## src/rtl/core/pbg_pkg.sv

```systemverilog
// Package for the pulse burst generator: field widths, beat layouts,
// result codes and the result packing function.
// Used by the top level and by its port checker; depends on nothing.
package pbg_pkg;

  localparam int COUNT_W     = 32;
  localparam int FREQ_W      = 32;
  localparam int DUTY_W      = 14;
  localparam int PULSES_W    = 31;
  localparam int ERR_W       = 4;
  localparam int IN_TDATA_W  = 80;
  localparam int OUT_TDATA_W = 8;

  localparam int IN_COUNT_LSB = 0;
  localparam int IN_FREQ_LSB  = IN_COUNT_LSB + COUNT_W;
  localparam int IN_DUTY_LSB  = IN_FREQ_LSB + FREQ_W;

  localparam int OUT_LEVEL_BIT = 0;
  localparam int OUT_ERR_LSB   = 1;
  localparam int OUT_ACC_BIT   = OUT_ERR_LSB + ERR_W;
  localparam int OUT_DONE_BIT  = OUT_ACC_BIT + 1;
  localparam int OUT_BUSY_BIT  = OUT_DONE_BIT + 1;

  localparam logic [DUTY_W-1:0] DUTY_FULL  = 14'd10000;
  localparam int                DUTY_DIV   = 10000;
  localparam int                ROUND_HALF = 5000;

  typedef enum logic [ERR_W-1:0] {
    ERR_OK         = 4'd0,
    ERR_COUNT_ZERO = 4'd1,
    ERR_FREQ_ZERO  = 4'd2,
    ERR_DUTY_RANGE = 4'd3,
    ERR_COUNT_BIG  = 4'd4,
    ERR_FREQ_HIGH  = 4'd5,
    ERR_SEG_LONG   = 4'd6,
    ERR_HALF_LONG  = 4'd7,
    ERR_BUSY       = 4'd8
  } pbg_err_e;

  function automatic logic [OUT_TDATA_W-1:0] pack_result(
    input logic     level,
    input pbg_err_e err,
    input logic     acc,
    input logic     done,
    input logic     busy
  );
    logic [OUT_TDATA_W-1:0] r;
    r = '0;
    r[OUT_LEVEL_BIT]              = level;
    r[OUT_ERR_LSB +: ERR_W]       = err;
    r[OUT_ACC_BIT]                = acc;
    r[OUT_DONE_BIT]               = done;
    r[OUT_BUSY_BIT]               = busy;
    return r;
  endfunction

endpackage

```

## src/rtl/core/pwm_pulse_burst_generator.sv

```systemverilog
// Pulse burst generator: request validation, bit-serial period and duty
// arithmetic, and the per-microsecond segment sequencer.
// Depends on pbg_pkg.
//
//   Channel   Direction  tdata (lowest bit first)                     tuser
//   s_axis    in         pulse_count, frequency_hz, duty_hundredths   kind
//   m_axis    out        line_level, error_code, accepted,            none
//                        burst_done, busy_res
//
// A tick, a busy request or a request failing the field checks is answered from the idle state.
// An accepted request runs a restoring divider one quotient bit per cycle, then a
// check state; a normal duty adds a shift-add multiply over the duty bits, a load
// state, a second division and a finishing state.
// Reset is asynchronous and leaves the line idle and low.
// A new beat is taken once the state machine is idle and the result register is
// empty or being emptied in the same cycle.
module pwm_pulse_burst_generator #(
  parameter int MAX_SEGMENT_TICKS = 32767,
  parameter int TICKS_PER_SECOND  = 1000000
) (
  input  logic                               clk_i,
  input  logic                               rst_ni,
  input  logic                               s_axis_tvalid_i,
  output logic                               s_axis_tready_o,
  // pulse_count, frequency_hz, duty_hundredths, two unused bits
  input  logic [pbg_pkg::IN_TDATA_W-1:0]     s_axis_tdata_i,
  // kind
  input  logic                               s_axis_tuser_i,
  output logic                               m_axis_tvalid_o,
  input  logic                               m_axis_tready_i,
  // line_level, error_code, accepted, burst_done, busy_res
  output logic [pbg_pkg::OUT_TDATA_W-1:0]    m_axis_tdata_o
);
  import pbg_pkg::*;

  localparam int SEG_W    = $clog2(MAX_SEGMENT_TICKS + 1);
  localparam int TW       = $clog2(TICKS_PER_SECOND + 1);
  localparam int PW       = TW + DUTY_W;
  localparam int CNT_W    = $clog2((TW > DUTY_W) ? TW : DUTY_W);
  localparam int MAX_CLIP = (MAX_SEGMENT_TICKS < 2**TW) ? MAX_SEGMENT_TICKS : 2**TW - 1;
  localparam logic [TW-1:0] SEG_LIM = TW'(MAX_CLIP);
  localparam logic [TW-1:0] TPS     = TW'(TICKS_PER_SECOND);

  typedef enum logic [2:0] {
    ST_IDLE,
    ST_DIV_PERIOD,
    ST_CHECK,
    ST_MUL,
    ST_LOAD,
    ST_DIV_HIGH,
    ST_FINISH
  } state_e;

  state_e                 state_q;
  logic                   running_q;
  logic                   second_half_q;
  logic                   first_level_q;
  logic                   second_level_q;
  logic [SEG_W-1:0]       first_dur_q;
  logic [SEG_W-1:0]       second_dur_q;
  logic [SEG_W-1:0]       seg_ticks_q;
  logic [PULSES_W-1:0]    pulses_left_q;
  logic [PULSES_W-1:0]    req_count_q;
  logic [DUTY_W-1:0]      duty_q;
  logic [TW-1:0]          period_q;
  logic [FREQ_W-1:0]      div_sor_q;
  logic [FREQ_W-1:0]      div_rem_q;
  logic [TW-1:0]          div_quo_q;
  logic [PW-1:0]          acc_q;
  logic [CNT_W-1:0]       cnt_q;
  logic                   out_valid_q;
  logic [OUT_TDATA_W-1:0] out_data_q;

  logic [COUNT_W-1:0]     in_count;
  logic [FREQ_W-1:0]      in_freq;
  logic [DUTY_W-1:0]      in_duty;
  logic                   in_fire;
  pbg_err_e               pre_err;
  logic                   cur_level;

  logic [FREQ_W:0]        trial;
  logic [FREQ_W:0]        trial_sub;
  logic                   trial_ge;
  logic [FREQ_W-1:0]      div_rem_nxt;
  logic [TW-1:0]          div_quo_nxt;
  logic [PW-1:0]          round_sum;

  logic [TW-1:0]          half_lo;
  logic [TW-1:0]          half_hi;
  logic                   half_bad;
  logic [TW-1:0]          high_c;
  logic [TW-1:0]          low_c;
  logic                   seg_bad;

  logic [SEG_W-1:0]       seg_len;
  logic [SEG_W-1:0]       seg_next;
  logic                   seg_end;
  logic                   last_pulse;

  assign in_count = s_axis_tdata_i[IN_COUNT_LSB +: COUNT_W];
  assign in_freq  = s_axis_tdata_i[IN_FREQ_LSB +: FREQ_W];
  assign in_duty  = s_axis_tdata_i[IN_DUTY_LSB +: DUTY_W];

  assign s_axis_tready_o = (state_q == ST_IDLE) && (!out_valid_q || m_axis_tready_i);
  assign in_fire         = s_axis_tvalid_i && s_axis_tready_o;
  assign m_axis_tvalid_o = out_valid_q;
  assign m_axis_tdata_o  = out_data_q;

  assign cur_level = running_q && (second_half_q ? second_level_q : first_level_q);

  always_comb begin
    if (running_q) begin
      pre_err = ERR_BUSY;
    end else if (in_count == '0) begin
      pre_err = ERR_COUNT_ZERO;
    end else if (in_freq == '0) begin
      pre_err = ERR_FREQ_ZERO;
    end else if (in_duty > DUTY_FULL) begin
      pre_err = ERR_DUTY_RANGE;
    end else if (in_count[COUNT_W-1]) begin
      pre_err = ERR_COUNT_BIG;
    end else begin
      pre_err = ERR_OK;
    end
  end

  // One restoring division step: the next dividend bit enters from the quotient register.
  assign trial       = {div_rem_q, div_quo_q[TW-1]};
  assign trial_sub   = trial - {1'b0, div_sor_q};
  assign trial_ge    = trial >= {1'b0, div_sor_q};
  assign div_rem_nxt = trial_ge ? trial_sub[FREQ_W-1:0] : trial[FREQ_W-1:0];
  assign div_quo_nxt = {div_quo_q[TW-2:0], trial_ge};
  assign round_sum   = acc_q + PW'(ROUND_HALF);

  assign half_lo  = div_quo_q >> 1;
  assign half_hi  = div_quo_q - half_lo;
  assign half_bad = (half_lo > SEG_LIM) || (half_hi > SEG_LIM);

  always_comb begin
    if (div_quo_q == '0) begin
      high_c = TW'(1);
    end else if (div_quo_q >= period_q) begin
      high_c = period_q - TW'(1);
    end else begin
      high_c = div_quo_q;
    end
  end
  assign low_c   = period_q - high_c;
  assign seg_bad = (high_c > SEG_LIM) || (low_c > SEG_LIM);

  assign seg_len    = second_half_q ? second_dur_q : first_dur_q;
  assign seg_next   = seg_ticks_q + SEG_W'(1);
  assign seg_end    = seg_next >= seg_len;
  assign last_pulse = pulses_left_q <= PULSES_W'(1);

  always_ff @(posedge clk_i or negedge rst_ni) begin
    if (!rst_ni) begin
      state_q        <= ST_IDLE;
      running_q      <= 1'b0;
      second_half_q  <= 1'b0;
      first_level_q  <= 1'b0;
      second_level_q <= 1'b0;
      first_dur_q    <= '0;
      second_dur_q   <= '0;
      seg_ticks_q    <= '0;
      pulses_left_q  <= '0;
      req_count_q    <= '0;
      duty_q         <= '0;
      period_q       <= '0;
      div_sor_q      <= '0;
      div_rem_q      <= '0;
      div_quo_q      <= '0;
      acc_q          <= '0;
      cnt_q          <= '0;
      out_valid_q    <= 1'b0;
      out_data_q     <= '0;
    end else begin
      if (out_valid_q && m_axis_tready_i) begin
        out_valid_q <= 1'b0;
      end
      case (state_q)
        ST_IDLE: begin
          if (in_fire) begin
            if (s_axis_tuser_i) begin
              out_valid_q <= 1'b1;
              if (running_q) begin
                if (seg_end) begin
                  seg_ticks_q   <= '0;
                  second_half_q <= !second_half_q;
                  if (second_half_q) begin
                    pulses_left_q <= pulses_left_q - PULSES_W'(1);
                    if (last_pulse) begin
                      running_q <= 1'b0;
                    end
                  end
                end else begin
                  seg_ticks_q <= seg_next;
                end
                out_data_q <= pack_result(cur_level, ERR_OK, 1'b0,
                                          seg_end && second_half_q && last_pulse,
                                          !(seg_end && second_half_q && last_pulse));
              end else begin
                out_data_q <= pack_result(1'b0, ERR_OK, 1'b0, 1'b0, 1'b0);
              end
            end else if (pre_err != ERR_OK) begin
              out_valid_q <= 1'b1;
              out_data_q  <= pack_result(cur_level, pre_err, 1'b0, 1'b0, running_q);
            end else begin
              div_rem_q   <= '0;
              div_quo_q   <= TPS;
              div_sor_q   <= in_freq;
              cnt_q       <= CNT_W'(TW - 1);
              req_count_q <= in_count[PULSES_W-1:0];
              duty_q      <= in_duty;
              state_q     <= ST_DIV_PERIOD;
            end
          end
        end
        ST_DIV_PERIOD: begin
          div_rem_q <= div_rem_nxt;
          div_quo_q <= div_quo_nxt;
          cnt_q     <= cnt_q - CNT_W'(1);
          if (cnt_q == '0) begin
            state_q <= ST_CHECK;
          end
        end
        ST_CHECK: begin
          period_q <= div_quo_q;
          if (div_quo_q < TW'(2)) begin
            out_valid_q <= 1'b1;
            out_data_q  <= pack_result(1'b0, ERR_FREQ_HIGH, 1'b0, 1'b0, 1'b0);
            state_q     <= ST_IDLE;
          end else if ((duty_q == '0) || (duty_q == DUTY_FULL)) begin
            out_valid_q <= 1'b1;
            state_q     <= ST_IDLE;
            if (half_bad) begin
              out_data_q <= pack_result(1'b0, ERR_HALF_LONG, 1'b0, 1'b0, 1'b0);
            end else begin
              first_dur_q    <= SEG_W'(half_lo);
              second_dur_q   <= SEG_W'(half_hi);
              first_level_q  <= (duty_q != '0);
              second_level_q <= (duty_q != '0);
              pulses_left_q  <= req_count_q;
              second_half_q  <= 1'b0;
              seg_ticks_q    <= '0;
              running_q      <= 1'b1;
              out_data_q     <= pack_result(duty_q != '0, ERR_OK, 1'b1, 1'b0, 1'b1);
            end
          end else begin
            acc_q   <= '0;
            cnt_q   <= CNT_W'(DUTY_W - 1);
            state_q <= ST_MUL;
          end
        end
        ST_MUL: begin
          acc_q  <= {acc_q[PW-2:0], 1'b0} + (duty_q[DUTY_W-1] ? PW'(period_q) : '0);
          duty_q <= {duty_q[DUTY_W-2:0], 1'b0};
          cnt_q  <= cnt_q - CNT_W'(1);
          if (cnt_q == '0) begin
            state_q <= ST_LOAD;
          end
        end
        ST_LOAD: begin
          div_rem_q <= FREQ_W'(round_sum[PW-1:TW]);
          div_quo_q <= round_sum[TW-1:0];
          div_sor_q <= FREQ_W'(DUTY_DIV);
          cnt_q     <= CNT_W'(TW - 1);
          state_q   <= ST_DIV_HIGH;
        end
        ST_DIV_HIGH: begin
          div_rem_q <= div_rem_nxt;
          div_quo_q <= div_quo_nxt;
          cnt_q     <= cnt_q - CNT_W'(1);
          if (cnt_q == '0) begin
            state_q <= ST_FINISH;
          end
        end
        ST_FINISH: begin
          out_valid_q <= 1'b1;
          state_q     <= ST_IDLE;
          if (seg_bad) begin
            out_data_q <= pack_result(1'b0, ERR_SEG_LONG, 1'b0, 1'b0, 1'b0);
          end else begin
            first_dur_q    <= SEG_W'(high_c);
            second_dur_q   <= SEG_W'(low_c);
            first_level_q  <= 1'b1;
            second_level_q <= 1'b0;
            pulses_left_q  <= req_count_q;
            second_half_q  <= 1'b0;
            seg_ticks_q    <= '0;
            running_q      <= 1'b1;
            out_data_q     <= pack_result(1'b1, ERR_OK, 1'b1, 1'b0, 1'b1);
          end
        end
        default: begin
          state_q <= ST_IDLE;
        end
      endcase
    end
  end

endmodule

```

## config.mk

```make
export PLATFORM = sky130hd
export DESIGN_NAME = pwm_pulse_burst_generator
export DESIGN_NICKNAME = d
export VERILOG_FILES = /design/src/rtl/core/pbg_pkg.sv /design/src/rtl/core/pwm_pulse_burst_generator.sv
export SDC_FILE = /design/constraint.sdc
export NUM_CORES = 1
export LEC_CHECK = 0
export BUFFER_PORTS_ARGS = -buffer_cell sky130_fd_sc_hd__buf_2
export CORE_ASPECT_RATIO = 0.6
export CORE_MARGIN = 2
export CORE_UTILIZATION = 60
export CTS_BUF_LIST = sky130_fd_sc_hd__clkbuf_2 sky130_fd_sc_hd__clkbuf_4 sky130_fd_sc_hd__clkbuf_8
export DETAILED_ROUTE_END_ITERATION = 12
export PLACE_DENSITY = 0.81
export SYNTH_ARGS = -nofsm -noshare
export SYNTH_HDL_FRONTEND = slang
export SYNTH_SLANG_ARGS = --single-unit
```

## constraint.sdc

```tcl
create_clock -name clk_i -period 16.1 [get_ports clk_i]
set_clock_uncertainty 0.15 [all_clocks]
set_input_delay 1.61 -clock clk_i [delete_from_list [all_inputs] [get_ports clk_i]]
set_output_delay 1.61 -clock clk_i [all_outputs]
set_load 0.05 [all_outputs]
```

==> summary.md <==
| Metric | Value |
|---|---|
| Final net count | 2580 |
| Pwr Total | 4.80 mW |
| #FFs+latches synth | 280 |
| DR pass1 iterations | 6 |
| Yosys cell types | 83 |
| Measured slew at the worst slew-check pin | 1370 ps |
| Post-CTS setup buffers | 0 |
| RSZ-0062 raised after global routing | no |
| Max frequency | 0.124 GHz |
| Rel. slew slack | 8.11% |
| Final setup fails | 0 |
| Io pins | 95 |
| Final Cycle Share | 50.1% |
| Vias per cell | 6.47 |
| Largest net degree at the start of global routing | 186 |
| WL per Instance | 20.3 µm |
| Antenna viol nets, final | 0 |
| Pwr dens | 220 nW/µm² |
| Post-cts hold buffer count | 0 |
| Setup TNS Final | 0 ps |
| Area after DPL | 20800 µm² |
| Hold WC Path Type | reg2reg |
| Most area-consuming cells after synthesis | dfrtp_1 (35%), ha_1 (9.8%), o21ai_0 (5.6%) |
| Drt total wl | 57.3 mm |
| Syn Area/Cell | 8.76 µm² |
| Worst vdd ir | 0.167 mV |
| Setup crit end kind | flip-flop |
| Crit path max fanout | 62 |
| DP HPWL | 41.8 mm |
| Slew Viols, Final | 0 |
| Total Routing Usage GR | 32.6% |
| Initial core utilization | 61.4% |
| Status | complete, no violations |
| YS warnings | 0 |
| CTS tree | yes |
| Share of post-route cells with drive strength above 1 | 11.2% |
| Detailed Route Iter0 Violations | 2023 |
| Post-cts resize count | 0 |
| Routability cong. | 0.932 |
| Type of origin of the critical path | flip-flop |
| Max Root-Sink Buffers | 3 |
| Max-Cap Viols | 0 |
| Core Region | 32600 µm² |
| Synthesized net count | 2530 |
| Number of global-route vias before repair | 17300 |
| Synth async-reset ratio | 100% |
| Seq/Total Area, Yosys | 35.0% |
| Drt drc | 0 |
| Critical Path RT | 16430 ps |
| Minimum clock period | 8060 ps |
| First-pass GRT wire length | 91.9 mm |
| Clock sinks | 280 |
| Die Y | 145 µm |
| Area of the die | 34900 µm² |
| Mapped Area | 20000 µm² |
| Largest area contributor in the netlist | dfrtp_1 |
| Leakage | 10.1 nW |
| Vias after detailed routing | 18300 |
| Total congestion overflow | 0 |
| Clock transition at the registers of the reported paths | 70 ps |
| Antenna violations before repair | 3 |
| H-tree lvl count | 2 |
| Synthesis-to-finish area growth | 8.83% |
| Root buf cell | clkbuf_8 |
| CP Data Arrival Time | 8390 ps |
| Worst-skew pair later-pin latency | 630 ps |
| Finished layout cell area | 21800 µm² |
| Hold Violations, Final | 0 |
| Port Buffers | 92 |
| Synth Instances | 2284 |
| Die W | 240 µm |
| EDFF count, synth | 0 |
| Main flop type after synthesis | dfrtp_1 |
| Critical path class | reg2reg |
| Rows | 51 |
| Share of Yosys cell area claimed by the top area cell type | 35.0% |
| TritonCTS buffer count | 45 |
==> flip-flops by register name, indices dropped and copies added, names as in the netlist, 15 cells and up <==
register	count
acc_q	34
div_rem_q	32
div_sor_q	32
pulses_left_q	31
req_count_q	31
div_quo_q	20
period_q	20
first_dur_q	15
second_dur_q	15
seg_ticks_q	15
==> critical path: stages (launching register included) <==
cell       delay (ps)
dfrtp_1           530
inv_1             150
ha_1              330
nand4_1           130
nor2_1            120
o31ai_1           120
a211oi_1          750
nand2b_1          480
mux2i_1           180
nand2_1           100
ha_1              220
inv_1              70
fa_1              430
a211oi_1          390
o21ai_0           270
and3_1            290
o21ai_0           300
o221ai_1          170
mux2i_1           160
a2111oi_2         850
nand3_1           390
a21oi_4           210
buf_4             650
mux2_2            410
==> report_power, final <==
group | internal (mW) | total [mW] | switching [mW]
clock network | 0.372 | 0.683 | 0.312
logic | 1.14 | 2.90 | 1.76
registers | 0.936 | 1.21 | 0.277
==> cells in the mapped netlist, types with 41 or more instances <==
| cell type | instances |
|---|---|
| a21oi_1 | 137 |
| clkbuf_1 | 92 |
| dfrtp_1 | 280 |
| ha_1 | 157 |
| inv_1 | 122 |
| mux2_2 | 41 |
| mux2i_1 | 54 |
| nand2_1 | 260 |
| nand3_1 | 65 |
| nor2_1 | 111 |
| nor3_1 | 47 |
| o21ai_0 | 222 |
| xnor2_1 | 75 |
| xor2_1 | 60 |
==> layout by cell type, fill, tap and decap left out, types with 14 or more instances in the layout <==
cell type | Yosys | final
dfrtp_1 | 280 | 280
nand2_1 | 260 | 260
o21ai_0 | 222 | 222
ha_1 | 157 | 157
a21oi_1 | 137 | 137
inv_1 | 122 | 122
nor2_1 | 111 | 109
buf_2 | 0 | 91
xnor2_1 | 75 | 75
nand3_1 | 65 | 65
xor2_1 | 60 | 60
clkbuf_8 | 0 | 57
mux2i_1 | 54 | 54
nor3_1 | 47 | 46
mux2_2 | 41 | 41
a21o_1 | 33 | 33
nand4_1 | 31 | 31
nor4_1 | 31 | 31
o22ai_1 | 29 | 29
mux2_1 | 27 | 27
and3_1 | 24 | 24
nand2b_1 | 24 | 24
and2_1 | 24 | 24
o31ai_1 | 22 | 22
or3_1 | 20 | 20
a22oi_1 | 20 | 20
nor2b_1 | 22 | 19
a31oi_1 | 16 | 16
o211ai_1 | 16 | 16
clkbuf_4 | 0 | 15
o21bai_1 | 14 | 14
buf_4 | 2 | 14
==> layer usage <==
| layer | up-vias | wire, µm | GRT usage [%] |
|---|---|---|---|
| met5 | - | 0 | 0 |
| met4 | 0 | 923 | 7.97 |
| met3 | 76 | 6410 | 8.73 |
| met2 | 901 | 23400 | 45.9 |
| met1 | 8855 | 26600 | 49.5 |
| li1 | 8419 | - | - |
==> through the flow <==
stage	hold WS [ps]	utilization [%]	std cells	worst slack [ps]
after detailed placement	325	63.7	2737	8400
after global routing	346	66.8	2820	7700
after floorplan	302	-	2284	10470
after global placement	314	63.7	2737	8580
final	335	66.8	2821	8040
after CTS	339	66.7	2817	8310
==> kinds of logic (layout without fill, tap and decap cells) <==
family          Yosys count  after routing  synth area share [%]
buf+inv                 228            311                  4.47
flops                   280            280                  35.0
other cells               0              4                     0
simple gates            711            711                  17.4
compound gates          647            647                  20.5
xor+xnor                135            135                  5.91
mux                     122            122                  6.53
fa+ha+maj               161            161                  10.2
==> path summary, 6_finish.rpt <==
path | from | to | slack [ps] | depth (start not counted)
setup reg to reg | period_q[5]$_DFFE_PN0P_ | first_dur_q[14]$_DFFE_PN0P_ | 8040 | 23
setup / recovery | period_q[5]$_DFFE_PN0P_ | first_dur_q[14]$_DFFE_PN0P_ | 8040 | 23
hold / removal | first_dur_q[11]$_DFFE_PN0P_ | first_dur_q[11]$_DFFE_PN0P_ | 340 | 1
hold reg to reg | first_dur_q[11]$_DFFE_PN0P_ | first_dur_q[11]$_DFFE_PN0P_ | 340 | 1
min in group asynchronous | rst_ni | acc_q[17]$_DFFE_PN0P_ | 840 | 1
max in group asynchronous | rst_ni | req_count_q[27]$_DFFE_PN0P_ | 13370 | 2
==> cell type report <==
cell class / instances / area, µm²
multi-input combinational: 1776 / 12200
fill: 2687 / 10800
sequential: 280 / 7010
clock buffer: 72 / 897
timing repair buffer: 107 / 596
tap: 450 / 563
inverter: 124 / 465
clock inverter: 8 / 85.1
antenna: 4 / 10.0
No activity file was read; power rests on OpenSTA's default activity.
